`config.mk`:
```
export PLATFORM = sky130hd
export DESIGN_NAME = wavelet_band_coefficient_indexer_top
export DESIGN_NICKNAME = d
export VERILOG_FILES = /design/src/hw/rtl/wbci_pkg.sv /design/src/hw/rtl/wbci_seq.sv /design/src/hw/rtl/wbci_dpath.sv /design/src/hw/rtl/wavelet_band_coefficient_indexer_top.sv
export SDC_FILE = /design/constraint.sdc
export NUM_CORES = 1
export LEC_CHECK = 0
export ABC_CLOCK_PERIOD_IN_PS = 11000
export BUFFER_PORTS_ARGS = -buffer_cell sky130_fd_sc_hd__buf_2
export CAP_MARGIN = 20
export CORE_AREA = 2 2 204 286
export DETAILED_ROUTE_END_ITERATION = 8
export DIE_AREA = 0 0 206 288
export GPL_TIMING_DRIVEN = 0
export MAX_ROUTING_LAYER = met4
export SLEW_MARGIN = 0
export SYNTH_ARGS = -nofsm -noshare
export SYNTH_HDL_FRONTEND = slang
export SYNTH_SLANG_ARGS = --single-unit
```
`constraint.sdc`:
```
create_clock -name clk_i -period 11 [get_ports clk_i]
set_input_delay 1.1 -clock clk_i [delete_from_list [all_inputs] [get_ports clk_i]]
set_output_delay 1.1 -clock clk_i [all_outputs]
set_load 0.02 [all_outputs]
```
`src/hw/rtl/wbci_pkg.sv`:
```
// Package for the wavelet band coefficient indexer: sizes, types and the microprogram.
`default_nettype none
package wbci_pkg;

  localparam int unsigned MAX_DIM    = 4096;
  localparam int unsigned MAX_SCALES = 12;
  localparam int unsigned DIM_W      = 13;
  localparam int unsigned SCL_W      = 4;
  localparam int unsigned POS_W      = 12;
  localparam int unsigned BAND_W     = 3;
  localparam int unsigned KIND_W     = 2;
  localparam int unsigned NUM_W      = 24;
  localparam int unsigned PROD_W     = 2 * DIM_W;
  localparam int unsigned CNT_W      = 5;
  localparam int unsigned PC_W       = 5;

  localparam logic [KIND_W-1:0] KIND_MALLAT    = 2'd0;
  localparam logic [KIND_W-1:0] KIND_QUINCUNX  = 2'd1;
  localparam logic [KIND_W-1:0] KIND_INVERSE   = 2'd2;
  localparam logic [KIND_W-1:0] KIND_UNDEF     = 2'd3;

  localparam logic [BAND_W-1:0] BAND_HORIZ  = 3'd0;
  localparam logic [BAND_W-1:0] BAND_VERT   = 3'd1;
  localparam logic [BAND_W-1:0] BAND_DIAG   = 3'd2;
  localparam logic [BAND_W-1:0] BAND_SMOOTH = 3'd3;
  localparam logic [BAND_W-1:0] BAND_HALF   = 3'd4;
  localparam logic [BAND_W-1:0] BAND_RES    = 3'd5;

  localparam logic [1:0] REG_ROWS   = 2'd0;
  localparam logic [1:0] REG_COLS   = 2'd1;
  localparam logic [1:0] REG_SCALES = 2'd2;

  localparam logic [DIM_W-1:0] ROWS_RST   = 13'd256;
  localparam logic [DIM_W-1:0] COLS_RST   = 13'd256;
  localparam logic [SCL_W-1:0] SCALES_RST = 4'd4;

  localparam logic [CNT_W-1:0] DIV_STEPS_M1 = CNT_W'(NUM_W - 1);

  typedef enum logic [4:0] {
    OP_NOP,
    OP_HALVE_DEC,
    OP_FWD_OUT,
    OP_SET_ERR,
    OP_MUL_H,
    OP_MUL_V_LOAD,
    OP_MUL_D_ADD,
    OP_ADD,
    OP_NEXT_SCALE,
    OP_MUL_T,
    OP_DIV_T,
    OP_DIV_H,
    OP_SUB_MUL_V,
    OP_DIV_V,
    OP_DIV_D,
    OP_DIV_STEP,
    OP_DIV_OUT,
    OP_FINISH
  } op_e;

  typedef enum logic [3:0] {
    C_NEVER,
    C_ALWAYS,
    C_KIND_BAD,
    C_KIND_INV,
    C_CNT_NZ,
    C_S_LAST,
    C_VAL_LT_ACC,
    C_VAL_LT_PROD,
    C_VAL_GE_PROD,
    C_DC_ZERO
  } cond_e;

  typedef struct packed {
    op_e             op;
    cond_e           cond;
    logic [PC_W-1:0] target;
  } ucode_t;

  typedef struct packed {
    logic kind_bad;
    logic kind_inv;
    logic cnt_nz;
    logic s_last;
    logic val_lt_acc;
    logic val_lt_prod;
    logic dc_zero;
  } stat_t;

  typedef struct packed {
    logic [KIND_W-1:0] kind;
    logic [SCL_W-1:0]  scale;
    logic [POS_W-1:0]  row;
    logic [POS_W-1:0]  col;
    logic [BAND_W-1:0] band;
    logic [NUM_W-1:0]  num;
  } req_t;

  typedef struct packed {
    logic [DIM_W-1:0] rows;
    logic [DIM_W-1:0] cols;
    logic [SCL_W-1:0] scales;
  } cfg_t;

  typedef struct packed {
    logic [POS_W-1:0]  row;
    logic [POS_W-1:0]  col;
    logic [SCL_W-1:0]  scale;
    logic [BAND_W-1:0] band;
    logic              err;
  } res_t;

  localparam logic [PC_W-1:0] A_FWD    = 5'd2;
  localparam logic [PC_W-1:0] A_ERR    = 5'd4;
  localparam logic [PC_W-1:0] A_INV    = 5'd5;
  localparam logic [PC_W-1:0] A_SMOOTH = 5'd12;
  localparam logic [PC_W-1:0] A_DET    = 5'd15;
  localparam logic [PC_W-1:0] A_DIV    = 5'd20;
  localparam logic [PC_W-1:0] A_FIN    = 5'd22;
  localparam logic [PC_W-1:0] A_NONE   = 5'd0;

  function automatic ucode_t ucode(input logic [PC_W-1:0] pc);
    ucode_t w;
    case (pc)
      5'd0:  w = '{OP_NOP,        C_KIND_BAD,    A_ERR};
      5'd1:  w = '{OP_NOP,        C_KIND_INV,    A_INV};
      5'd2:  w = '{OP_HALVE_DEC,  C_CNT_NZ,      A_FWD};
      5'd3:  w = '{OP_FWD_OUT,    C_ALWAYS,      A_FIN};
      5'd4:  w = '{OP_SET_ERR,    C_ALWAYS,      A_FIN};
      5'd5:  w = '{OP_MUL_H,      C_NEVER,       A_NONE};
      5'd6:  w = '{OP_MUL_V_LOAD, C_NEVER,       A_NONE};
      5'd7:  w = '{OP_MUL_D_ADD,  C_NEVER,       A_NONE};
      5'd8:  w = '{OP_ADD,        C_NEVER,       A_NONE};
      5'd9:  w = '{OP_NOP,        C_S_LAST,      A_SMOOTH};
      5'd10: w = '{OP_MUL_H,      C_VAL_LT_ACC,  A_DET};
      5'd11: w = '{OP_NEXT_SCALE, C_ALWAYS,      A_INV};
      5'd12: w = '{OP_MUL_T,      C_NEVER,       A_NONE};
      5'd13: w = '{OP_NOP,        C_VAL_GE_PROD, A_ERR};
      5'd14: w = '{OP_DIV_T,      C_ALWAYS,      A_DIV};
      5'd15: w = '{OP_DIV_H,      C_VAL_LT_PROD, A_DIV};
      5'd16: w = '{OP_SUB_MUL_V,  C_NEVER,       A_NONE};
      5'd17: w = '{OP_DIV_V,      C_VAL_LT_PROD, A_DIV};
      5'd18: w = '{OP_SUB_MUL_V,  C_NEVER,       A_NONE};
      5'd19: w = '{OP_DIV_D,      C_DC_ZERO,     A_ERR};
      5'd20: w = '{OP_DIV_STEP,   C_CNT_NZ,      A_DIV};
      5'd21: w = '{OP_DIV_OUT,    C_ALWAYS,      A_FIN};
      5'd22: w = '{OP_FINISH,     C_NEVER,       A_NONE};
      default: w = '{OP_FINISH,   C_NEVER,       A_NONE};
    endcase
    return w;
  endfunction

endpackage
`default_nettype wire

```
`src/hw/rtl/wbci_seq.sv`:
```
// Microcode sequencer: step counter, control store lookup and conditional jumps.
`default_nettype none
module wbci_seq (
  input  wire logic            clk_i,
  input  wire logic            rst_ni,
  input  wire logic            start_i,
  input  wire logic            stall_i,
  input  wire wbci_pkg::stat_t stat_i,
  output wbci_pkg::op_e        op_o,
  output logic                 busy_o
);
  import wbci_pkg::*;

  logic [PC_W-1:0] pc_q, pc_d;
  logic            busy_q, busy_d;
  ucode_t          word;
  logic            take;
  logic            hold;

  always_comb begin
    word = ucode(pc_q);
    case (word.cond)
      C_NEVER:       take = 1'b0;
      C_ALWAYS:      take = 1'b1;
      C_KIND_BAD:    take = stat_i.kind_bad;
      C_KIND_INV:    take = stat_i.kind_inv;
      C_CNT_NZ:      take = stat_i.cnt_nz;
      C_S_LAST:      take = stat_i.s_last;
      C_VAL_LT_ACC:  take = stat_i.val_lt_acc;
      C_VAL_LT_PROD: take = stat_i.val_lt_prod;
      C_VAL_GE_PROD: take = !stat_i.val_lt_prod;
      C_DC_ZERO:     take = stat_i.dc_zero;
      default:       take = 1'b0;
    endcase
    // result slot still occupied: wait on the finish step
    hold = (word.op == OP_FINISH) && stall_i;
    op_o = (busy_q && !hold) ? word.op : OP_NOP;
    pc_d   = pc_q;
    busy_d = busy_q;
    if (start_i) begin
      pc_d   = '0;
      busy_d = 1'b1;
    end else if (busy_q && !hold) begin
      pc_d = take ? word.target : pc_q + PC_W'(1);
      if (word.op == OP_FINISH) begin
        busy_d = 1'b0;
      end
    end
  end

  always_ff @(posedge clk_i or negedge rst_ni) begin
    if (!rst_ni) begin
      pc_q   <= '0;
      busy_q <= 1'b0;
    end else begin
      pc_q   <= pc_d;
      busy_q <= busy_d;
    end
  end

  assign busy_o = busy_q;

endmodule
`default_nettype wire

```
`src/hw/rtl/wbci_dpath.sv`:
```
// Datapath: size registers, shared multiplier, accumulator and radix-2 divider.
`default_nettype none
module wbci_dpath (
  input  wire logic            clk_i,
  input  wire logic            start_i,
  input  wire wbci_pkg::req_t  req_i,
  input  wire wbci_pkg::cfg_t  cfg_i,
  input  wire wbci_pkg::op_e   op_i,
  output wbci_pkg::stat_t      stat_o,
  output wbci_pkg::res_t       res_o
);
  import wbci_pkg::*;

  function automatic logic [DIM_W-1:0] half_up(input logic [DIM_W-1:0] v);
    return {1'b0, v[DIM_W-1:1]} + {{(DIM_W-1){1'b0}}, v[0]};
  endfunction

  function automatic logic [DIM_W-1:0] clamp_dim(input logic [DIM_W-1:0] v);
    logic [DIM_W-1:0] r;
    r = v;
    if (v == '0) r = DIM_W'(1);
    else if (v > DIM_W'(MAX_DIM)) r = DIM_W'(MAX_DIM);
    return r;
  endfunction

  logic [KIND_W-1:0] kind_q;
  logic [POS_W-1:0]  row_q, col_q;
  logic [BAND_W-1:0] band_q;
  logic [DIM_W-1:0]  nl_q, nc_q;
  logic [NUM_W-1:0]  val_q;
  logic [SCL_W-1:0]  s_q;
  logic [CNT_W-1:0]  cnt_q;
  logic [PROD_W-1:0] prod_q, acc_q;
  logic [DIM_W-1:0]  div_q, rem_q;
  logic [NUM_W-1:0]  quo_q;
  res_t              wrk_q;

  logic [DIM_W-1:0]  hl, hc, vl, vc;
  logic [DIM_W-1:0]  mul_a, mul_b;
  logic [PROD_W-1:0] prod_d;
  logic [SCL_W-1:0]  eff_sc, last_sc;
  logic [DIM_W:0]    sh, trial;
  logic              ge;
  logic [NUM_W-1:0]  val_sub_acc, val_sub_prod;
  res_t              fwd;

  always_comb begin
    hl = half_up(nl_q);
    hc = {1'b0, nc_q[DIM_W-1:1]};
    vl = {1'b0, nl_q[DIM_W-1:1]};
    vc = half_up(nc_q);
    case (op_i)
      OP_MUL_H:                   begin mul_a = hl;   mul_b = hc;   end
      OP_MUL_V_LOAD, OP_SUB_MUL_V: begin mul_a = vl;   mul_b = vc;   end
      OP_MUL_D_ADD:               begin mul_a = vl;   mul_b = hc;   end
      OP_MUL_T:                   begin mul_a = nl_q; mul_b = nc_q; end
      default:                    begin mul_a = nl_q; mul_b = nc_q; end
    endcase
    prod_d = mul_a * mul_b;

    if (cfg_i.scales < SCL_W'(2)) eff_sc = SCL_W'(2);
    else if (cfg_i.scales > SCL_W'(MAX_SCALES)) eff_sc = SCL_W'(MAX_SCALES);
    else eff_sc = cfg_i.scales;
    last_sc = eff_sc - SCL_W'(1);

    sh    = {rem_q, quo_q[NUM_W-1]};
    ge    = sh >= {1'b0, div_q};
    trial = sh - {1'b0, div_q};

    val_sub_acc  = NUM_W'(PROD_W'(val_q) - acc_q);
    val_sub_prod = NUM_W'(PROD_W'(val_q) - prod_q);

    fwd = '0;
    if (kind_q == KIND_MALLAT) begin
      case (band_q)
        BAND_HORIZ:  begin fwd.row = row_q;               fwd.col = col_q + nc_q[POS_W-1:0]; end
        BAND_VERT:   begin fwd.row = row_q + nl_q[POS_W-1:0]; fwd.col = col_q;           end
        BAND_DIAG:   begin
          fwd.row = row_q + nl_q[POS_W-1:0];
          fwd.col = col_q + nc_q[POS_W-1:0];
        end
        BAND_SMOOTH: begin fwd.row = row_q;               fwd.col = col_q;               end
        default:     fwd.err = 1'b1;
      endcase
    end else begin
      case (band_q)
        BAND_SMOOTH: begin fwd.row = row_q;               fwd.col = col_q;               end
        BAND_HALF:   begin fwd.row = row_q;               fwd.col = col_q + nc_q[POS_W-1:0]; end
        BAND_RES:    begin fwd.row = row_q + nl_q[POS_W-1:0]; fwd.col = col_q;           end
        default:     fwd.err = 1'b1;
      endcase
    end
  end

  always_ff @(posedge clk_i) begin
    if (start_i) begin
      kind_q <= req_i.kind;
      row_q  <= req_i.row;
      col_q  <= req_i.col;
      band_q <= req_i.band;
      val_q  <= req_i.num;
      cnt_q  <= CNT_W'(req_i.scale);
      nl_q   <= clamp_dim(cfg_i.rows);
      nc_q   <= clamp_dim(cfg_i.cols);
      s_q    <= '0;
    end else begin
      case (op_i)
        OP_HALVE_DEC: begin
          nl_q  <= half_up(nl_q);
          nc_q  <= half_up(nc_q);
          cnt_q <= cnt_q - CNT_W'(1);
        end
        OP_FWD_OUT: wrk_q <= fwd;
        OP_SET_ERR: wrk_q <= '{row: '0, col: '0, scale: '0, band: '0, err: 1'b1};
        OP_MUL_H, OP_MUL_T: prod_q <= prod_d;
        OP_MUL_V_LOAD: begin
          acc_q  <= prod_q;
          prod_q <= prod_d;
        end
        OP_MUL_D_ADD: begin
          acc_q  <= acc_q + prod_q;
          prod_q <= prod_d;
        end
        OP_ADD: acc_q <= acc_q + prod_q;
        OP_NEXT_SCALE: begin
          val_q <= val_sub_acc;
          s_q   <= s_q + SCL_W'(1);
          nl_q  <= half_up(nl_q);
          nc_q  <= half_up(nc_q);
        end
        OP_SUB_MUL_V: begin
          val_q  <= val_sub_prod;
          prod_q <= prod_d;
        end
        OP_DIV_T, OP_DIV_H, OP_DIV_V, OP_DIV_D: begin
          rem_q <= '0;
          quo_q <= val_q;
          cnt_q <= DIV_STEPS_M1;
          wrk_q.err <= 1'b0;
          case (op_i)
            OP_DIV_T: begin
              div_q       <= nc_q;
              wrk_q.band  <= BAND_SMOOTH;
              wrk_q.scale <= last_sc - SCL_W'(1);
            end
            OP_DIV_H: begin
              div_q       <= hc;
              wrk_q.band  <= BAND_HORIZ;
              wrk_q.scale <= s_q;
            end
            OP_DIV_V: begin
              div_q       <= vc;
              wrk_q.band  <= BAND_VERT;
              wrk_q.scale <= s_q;
            end
            default: begin
              div_q       <= hc;
              wrk_q.band  <= BAND_DIAG;
              wrk_q.scale <= s_q;
            end
          endcase
        end
        OP_DIV_STEP: begin
          rem_q <= ge ? trial[DIM_W-1:0] : sh[DIM_W-1:0];
          quo_q <= {quo_q[NUM_W-2:0], ge};
          cnt_q <= cnt_q - CNT_W'(1);
        end
        OP_DIV_OUT: begin
          wrk_q.row <= quo_q[POS_W-1:0];
          wrk_q.col <= rem_q[POS_W-1:0];
        end
        default: begin
        end
      endcase
    end
  end

  always_comb begin
    stat_o.kind_bad    = kind_q == KIND_UNDEF;
    stat_o.kind_inv    = kind_q == KIND_INVERSE;
    stat_o.cnt_nz      = cnt_q != '0;
    stat_o.s_last      = s_q >= last_sc;
    stat_o.val_lt_acc  = PROD_W'(val_q) < acc_q;
    stat_o.val_lt_prod = PROD_W'(val_q) < prod_q;
    stat_o.dc_zero     = hc == '0;
  end

  assign res_o = wrk_q;

endmodule
`default_nettype wire

```
`src/hw/rtl/wavelet_band_coefficient_indexer_top.sv`:
```
// Top level of the wavelet band coefficient indexer: register port, handshakes, result register.
//
// Input channel (in_valid_i/in_ready_o) takes one request: kind, scale, row_in, col_in,
// band_in and coef_number. Output channel (out_valid_o/out_ready_i) returns one result
// per request: row_out, col_out, scale_out, band_out and error.
// A microprogram runs one request at a time; in_ready_o is high while it is not running.
// Path from input transfer to result valid, by kind:
//   unknown kind: straight to the error result; forward operations: a loop of halving
//   steps over the scale; inverse: a loop over each scale stepped over, then the final
//   level, worked out with the shared 13x13 multiplier and the 24-step radix-2 divider.
// The result register decouples the sides: a new request is taken while a result waits,
// and the microprogram stalls on its finish step only when the result register is full.
// Reset clears the sequencer and output valid and sets image_rows = 256,
// image_cols = 256, scale_count = 4. Registers at byte addresses 0, 4, 8 over APB;
// pready is always high and writes belong only while the block is idle.
`default_nettype none
module wavelet_band_coefficient_indexer_top (
  input  wire logic                          clk_i,
  input  wire logic                          rst_ni,
  input  wire logic                          psel,
  input  wire logic                          penable,
  input  wire logic                          pwrite,
  input  wire logic [3:0]                    paddr,
  input  wire logic [31:0]                   pwdata,
  output logic      [31:0]                   prdata,
  output logic                               pready,
  input  wire logic                          in_valid_i,
  output logic                               in_ready_o,
  input  wire logic [wbci_pkg::KIND_W-1:0]   kind_i,
  input  wire logic [wbci_pkg::SCL_W-1:0]    scale_i,
  input  wire logic [wbci_pkg::POS_W-1:0]    row_in_i,
  input  wire logic [wbci_pkg::POS_W-1:0]    col_in_i,
  input  wire logic [wbci_pkg::BAND_W-1:0]   band_in_i,
  input  wire logic [wbci_pkg::NUM_W-1:0]    coef_number_i,
  output logic                               out_valid_o,
  input  wire logic                          out_ready_i,
  output logic      [wbci_pkg::POS_W-1:0]    row_out_o,
  output logic      [wbci_pkg::POS_W-1:0]    col_out_o,
  output logic      [wbci_pkg::SCL_W-1:0]    scale_out_o,
  output logic      [wbci_pkg::BAND_W-1:0]   band_out_o,
  output logic                               error_o
);
  import wbci_pkg::*;

  cfg_t  cfg_q;
  req_t  req;
  stat_t stat;
  op_e   op;
  res_t  wrk;
  res_t  out_q;
  logic  out_valid_q;
  logic  busy;
  logic  start;
  logic  stall;
  logic  cfg_wr;

  assign pready = 1'b1;
  assign cfg_wr = psel && penable && pwrite;

  always_ff @(posedge clk_i or negedge rst_ni) begin
    if (!rst_ni) begin
      cfg_q.rows   <= ROWS_RST;
      cfg_q.cols   <= COLS_RST;
      cfg_q.scales <= SCALES_RST;
    end else if (cfg_wr) begin
      case (paddr[3:2])
        REG_ROWS:   cfg_q.rows   <= pwdata[DIM_W-1:0];
        REG_COLS:   cfg_q.cols   <= pwdata[DIM_W-1:0];
        REG_SCALES: cfg_q.scales <= pwdata[SCL_W-1:0];
        default: begin
        end
      endcase
    end
  end

  always_comb begin
    case (paddr[3:2])
      REG_ROWS:   prdata = {{(32-DIM_W){1'b0}}, cfg_q.rows};
      REG_COLS:   prdata = {{(32-DIM_W){1'b0}}, cfg_q.cols};
      REG_SCALES: prdata = {{(32-SCL_W){1'b0}}, cfg_q.scales};
      default:    prdata = '0;
    endcase
  end

  assign in_ready_o = !busy;
  assign start      = in_valid_i && !busy;
  assign stall      = out_valid_q && !out_ready_i;

  always_comb begin
    req.kind  = kind_i;
    req.scale = scale_i;
    req.row   = row_in_i;
    req.col   = col_in_i;
    req.band  = band_in_i;
    req.num   = coef_number_i;
  end

  wbci_seq u_seq (
    .clk_i   (clk_i),
    .rst_ni  (rst_ni),
    .start_i (start),
    .stall_i (stall),
    .stat_i  (stat),
    .op_o    (op),
    .busy_o  (busy)
  );

  wbci_dpath u_dpath (
    .clk_i   (clk_i),
    .start_i (start),
    .req_i   (req),
    .cfg_i   (cfg_q),
    .op_i    (op),
    .stat_o  (stat),
    .res_o   (wrk)
  );

  always_ff @(posedge clk_i or negedge rst_ni) begin
    if (!rst_ni) begin
      out_valid_q <= 1'b0;
    end else if (op == OP_FINISH) begin
      out_valid_q <= 1'b1;
    end else if (out_ready_i) begin
      out_valid_q <= 1'b0;
    end
  end

  always_ff @(posedge clk_i) begin
    if (op == OP_FINISH) begin
      out_q <= wrk;
    end
  end

  assign out_valid_o = out_valid_q;
  assign row_out_o   = out_q.row;
  assign col_out_o   = out_q.col;
  assign scale_out_o = out_q.scale;
  assign band_out_o  = out_q.band;
  assign error_o     = out_q.err;

endmodule
`default_nettype wire
```
==> impl_results.md, run 1 <==
* Top-area cell type share of the netlist area at about 30%
* Clock tree buffer depth at 3
* Synth Area in Compound Gates at 14.8%
* MaxCap Viol Count at 0
* Via/cell ratio at 5.64
* CTS Buf Count at 30
* Initial DRC count at 1271
* Fraction of layout cells with a size suffix above 1 at 11.3%
* Post-synthesis simple-gate area fraction at around 15%
* CTS Hold Bufs at 0
* Dominant cell type by area after synthesis: edfxtp_1
* Main synth FF type: edfxtp_1
* Syn avg cell area at 9.48 sq um
* Synth Cell Area at 0.0248 sq mm
* Hold Path Origin: u_dpath.res_o[7]$_SDFFCE_PN0P_
* I/O pin cnt at 167
* Worst setup SP type: register
* Synth Register Bits at 289
* Fin. Hold Viols at 0
* Max transition margin at 19.6%
* PortBufs at 122
* Worst Max-Slew Pin Slew at 1.19 ns
* First-pass DRT Iterations at 6
* Initial antenna violation count at 2
* Drt total wl at 72.4 mm
* Post-synth EDFFs at 247
* Hold Crit Class: register to register
* DRT antenna net count at 0
* Worst-skew pair later-pin latency at between 0.5 and 0.6 ns
* Die width at 206 microns
* Largest cells by area after synthesis: edfxtp_1 (30%), ha_1 (11%), fa_1 (10%)
* Detailed Place HPWL at 59.0 mm
* Post_cts resized at 0
* Yosys Warn Count at 0
* CP max stage cell: nor3_2
* WL per Instance at a little over 20 microns
* CTS tree: yes
* Gr ovfl total at 0
* Sequential Area at approximately 0.0084 sq mm
* Tcrit/Tclk final at 92.2%
* Setup Fix Bufs, Post-CTS at 0
* Clock Pin Slew Worst Setup and Hold Paths at 0.07 ns
* DIE AREA at 0.0593 sq mm
* Via count at 20.1k
* Commonest cells in the netlist: nand2_1 (316), inv_1 (269), edfxtp_1 (247), nor2_1 (245), ha_1 (220)
* First-pass GRT wire length at 111 mm
* Syn Inst Count at 2611
* Worst path max stage delay at 0.68 ns
* Non-filler cells, final at around 3.6k
* Synth cell types at 92
* Max-slew violations at 0
* Final #Nets at 3239
* Initial core utilization at 43.4%
* Arrival @ worst endpoint at 10.47 ns
* # DRC at 0
* Run status: finished clean
* Critical path origin: u_seq.pc_q[1]$_DFFE_PN0P_
* Final setup viols at 0
* # rows at 104
* Largest family of logic cells by synthesized area: adder cells
* GRT Total Usage at 25.0%
* Setup crit end kind: register
* Vias in the first global route at between 20k and 25k
* Post-synthesis mux area share at 3.39%
* XOR/XNOR share of the synthesized area at under 10%
* CP top delay family: adder cells
* Multi-input gate area at 0.0148 sq mm
* CTS Root Cell: clkbuf_16
* Max Clock Freq at 0.0986 GHz
* Adder-Cell Fraction of Synth Area at roughly 21%
* Die H at 288 microns
* Clock skew at about 0.025 ns
* Core box area at ~0.057 sq mm
* Post-route minimum period at 10.14 ns
* Filler cells at approximately 5.5k
* Placed cell count at 3502
* Crit path max fanout at 10
* Fraction of registers with async set/reset at roughly 13%
* CP bufs+invs at 8
* Largest net degree at the start of global routing at 38
* CTS Sinks at 289
* Placer congestion estimate at 0.916
* Most frequent cell after synthesis: nand2_1
* RSZ-0062 raised after global routing: no
* CP Class: register to register
* R2r startpoint: u_seq.pc_q[1]$_DFFE_PN0P_
* Max H-tree Level at 1
* Setup TNS at 0 ns
* CP Data Required Time at between 10 and 15 ns
* Sequential area share after synthesis at 34.1%
* Layout overhead on the synthesized area at 11.3%
-- path summary, 6_finish.rpt --
kind / to / slack, ns / depth (start not counted)
max: u_dpath.prod_q[25]$_DFFE_PP_ / 0.86 / 31
min: scale_out_o[3]$_DFFE_PP_ / 0.42 / 0
max reg2reg: u_dpath.prod_q[25]$_DFFE_PP_ / 0.86 / 31
min reg2reg: scale_out_o[3]$_DFFE_PP_ / 0.42 / 0
max in group asynchronous: cfg_q[4]$_DFFE_PN0P_ / 9.77 / 1
min in group asynchronous: u_seq.pc_q[2]$_DFFE_PN0P_ / 0.66 / 1
-- metal layers --
metal / share of wire, % / vias to the layer above / track usage, %
met5: 0 / - / -
met4: 4.1 / 0 / 9.84
met3: 5.0 / 147 / 2.12
met2: 51 / 621 / 44.3
met1: 40 / 9856 / 29.2
li1: - / 9463 / -
-- worst reg2reg max path: cells and delay by family (launching register included) --
kind / cells / cell delay (ns)
compound gates: 10 / 2.86
simple gates: 5 / 1.63
flops: 1 / 0.42
fa+ha+maj: 7 / 3.40
buf+inv: 8 / 1.14
mux: 1 / 0.45
-- cell families (layout without fill, tap and decap cells) --
group / Yosys count / after routing
AOI/OAI and AO/OA: 549 / 549
DFF: 289 / 289
other: 2 / 23
muxes: 78 / 78
adders and majority gates: 349 / 349
xor gates and xnor gates: 120 / 120
and+or+nand+nor: 833 / 833
buffers and inverters: 391 / 578
-- registers in the layout (all words and copies together), names as in the netlist, 13 cells and up --
register / count
u_dpath.res_o: 31
cfg_q: 30
u_dpath.acc_q: 26
u_dpath.prod_q: 26
u_dpath.quo_q: 24
u_dpath.val_q: 24
u_dpath.div_q: 13
u_dpath.nc_q: 13
u_dpath.nl_q: 13
u_dpath.rem_q: 13
-- cell type report --
type | count | share of cell area [%]
timing repair buffer | 131 | 2.90
tap | 742 | 3.37
multi-input combinational | 1950 | 53.6
antenna | 2 | 0.0182
buffer | 121 | 2.23
clock inverter | 19 | 0.522
clock buffer | 37 | 2.98
inverter | 270 | 3.68
sequential | 289 | 30.7
-- per-stage QoR --
stage	cell area [sq um]	setup WS [ns]	hold WS, ns	util (%)
finish	27500	0.863	0.419	48.3
global route	27500	0.377	0.425	48.3
CTS	27500	0.854	0.419	48.3
detailed placement	26500	0.867	0.405	46.6
global placement	26400	0.842	0.400	46.3
floorplan	24800	3.10	0.400	-
-- layout by cell type (no fill, tap or decap), drive strengths merged, types with 9 or more instances in the layout --
| cell type | instances |
|---|---|
| nor2b | 24 |
| buf | 188 |
| a211oi | 22 |
| xnor2 | 64 |
| nor3b | 13 |
| or3 | 9 |
| a31oi | 10 |
| nand2b | 31 |
| dfrtp | 34 |
| nand2 | 316 |
| a21oi | 148 |
| edfxtp | 247 |
| nor4 | 22 |
| nor3 | 37 |
| xor2 | 56 |
| o211ai | 10 |
| mux2i | 43 |
| inv | 273 |
| nand3 | 45 |
| clkbuf | 101 |
| fa | 126 |
| and2 | 18 |
| a221o | 19 |
| a2bb2oi | 10 |
| and3 | 17 |
| nor2 | 246 |
| a22oi | 26 |
| o21a | 18 |
| clkinv | 11 |
| o21ai | 136 |
| o21bai | 17 |
| nand3b | 11 |
| ha | 220 |
| mux2 | 34 |
| a21o | 55 |
| conb | 21 |
| nand4 | 18 |
Power of run 1 is not shown: default switching activity piles up to over one toggle a cycle in this logic, so the estimate is an artifact.
==> inputs of run 2 (changes only) <==
- CORE_AREA: 2 2 204 286 -> 2 2 192 269
- DIE_AREA: 0 0 206 288 -> 0 0 194 271
- PLACE_DENSITY: not set -> 0.67
==> impl_results.md, run 2 (synthesized netlist as in run 1, its figures left out) <==
* Layout overhead on the synthesized area at 10.6%
* Met2 usage at 48.4%
* MaxCap Viol Count at 0
* Fin. Hold Viols at 0
* CTS Sinks at 289
* Worst path max stage delay at about 0.69 ns
* Clock skew at between 0.02 and 0.025 ns
* CTS tree: yes
* Tcrit/Tclk final at 91.1%
* CTS Hold Bufs at 0
* Via/cell ratio at 5.86
* Gr ovfl total at 0
* Commonest non-fill, non-tap cell in the layout: nand2_1
* Run status: finished clean
* Non-filler cells, final at approximately 3.5k
* # DRC at 0
* Final hold slack at 0.419 ns
* Via count at approximately 20k
* Initial core utilization at 49.5%
* Crit path max fanout at 10
* Met3 Track Usage GR at approximately 2.3%
* First-pass GRT wire length at 112 mm
* CP max stage cell: nor3_2
* Post_cts resized at 0
* CTS Buf Count at 30
* Placed cell count at 3401
* Max reg flops at 31
* Max transition margin at 31.9%
* Clock tree buffer depth at 3
* Hold Crit Class: register to register
* Arrival @ worst endpoint at 10.38 ns
* Hold path cells at 0
* DIE AREA at 0.0526 sq mm
* Max H-tree Level at 1
* Post-route minimum period at around 10 ns
* Vias in the first global route at just over 20k
* Die H at 271 microns
* Grt met1 use at approximately 32%
* I/O pin cnt at 167
* Most frequent cells in the layout: nand2_1 (315), inv_1 (269), edfxtp_1 (247)
* Initial DRC count at 1334
* # rows at 97
* PortBufs at 122
* Setup TNS at 0 ns
* Largest net degree at the start of global routing at 38
* Die width at 194 microns
* Final setup viols at 0
* Reg2Reg Depth at 31
* Core box area at 0.0500 sq mm
* Worst setup SP type: register
* Final #Nets at between 3k and 4k
* Max-slew violations at 0
* WL per Instance at 20.7 microns
* GR peak layer: met2
* CP Class: register to register
* RSZ-0062 raised after global routing: no
* Diodes inserted at 0
* DRT antenna net count at 0
* GRT Total Usage at 27.8%
* Initial antenna violation count at 0
* Drt total wl at 71.6 mm
* CP Data Required Time at around 11 ns
* CTS Root Cell: clkbuf_16
* Detailed Place HPWL at around 58 mm
* Clock Pin Slew Worst Setup and Hold Paths at 0.07 ns
* Setup crit end kind: register
* Placer congestion estimate at 0.932
* Fraction of layout cells with a size suffix above 1 at 10.9%
* Worst-skew pair later-pin latency at 0.60 ns
* Worst Max-Slew Pin Slew at approximately 1.0 ns
* Max Clock Freq at 0.0998 GHz
* First-pass DRT Iterations at 6
* Setup Fix Bufs, Post-CTS at 0
-- run 2: changes by cell type in the layout (fill, tap and decap cells not counted), moves of 2 or more --
cell,previous run,this run
clkbuf_1,66,70
clkinv_2,7,3
diode_2,2,0
clkinv_1,2,5
-- run 2: per-layer routing --
metal,vias to the layer above,share of wire (%)
met5,-,0
li1,9464,-
met3,193,4.8
met2,733,51
met1,9879,39
met4,0,5.3
-- run 2: path summary, 6_finish.rpt --
check,from,end,slack (ns)
worst max-delay path,u_seq.pc_q[1]$_DFFE_PN0P_,u_dpath.prod_q[25]$_DFFE_PP_,0.98
worst min-delay path,u_dpath.res_o[15]$_DFFE_PP_,col_out_o[7]$_DFFE_PP_,0.42
worst max register to register,u_seq.pc_q[1]$_DFFE_PN0P_,u_dpath.prod_q[25]$_DFFE_PP_,0.98
worst min register to register,u_dpath.res_o[15]$_DFFE_PP_,col_out_o[7]$_DFFE_PP_,0.42
max in group asynchronous,rst_ni,u_seq.pc_q[0]$_DFFE_PN0P_,9.78
min in group asynchronous,rst_ni,cfg_q[0]$_DFFE_PN0P_,0.63
-- run 2: layout make-up --
cell class | count | area (sq um)
buffer | 121 | 614
clock buffer | 38 | 791
clock inverter | 18 | 168
fill | 4606 | 22600
inverter | 270 | 1010
multi-input combinational | 1950 | 14800
sequential | 289 | 8450
tap | 643 | 805
timing repair buffer | 129 | 771
-- run 2: per-stage QoR --
step           instance area, sq um  util [%]  setup slack (ns)
2_1_floorplan                 24800         -              3.10
3_3_place_gp                  26200      52.5              1.08
6_report                      27400      54.8             0.978
4_1_cts                       27400      54.7              1.05
5_1_grt                       27400      54.8             0.547
3_5_place_dp                  26400      52.8              1.12
-- run 2: critical path: cells and delay by family, from the launching register on --
kind | cells | cell delay, ns
compound gates | 10 | 2.73
fa+ha+maj | 7 | 3.38
buf+inv | 8 | 1.17
flops | 1 | 0.43
mux | 1 | 0.45
simple gates | 5 | 1.62
Power of run 2 is left out for the same reason.
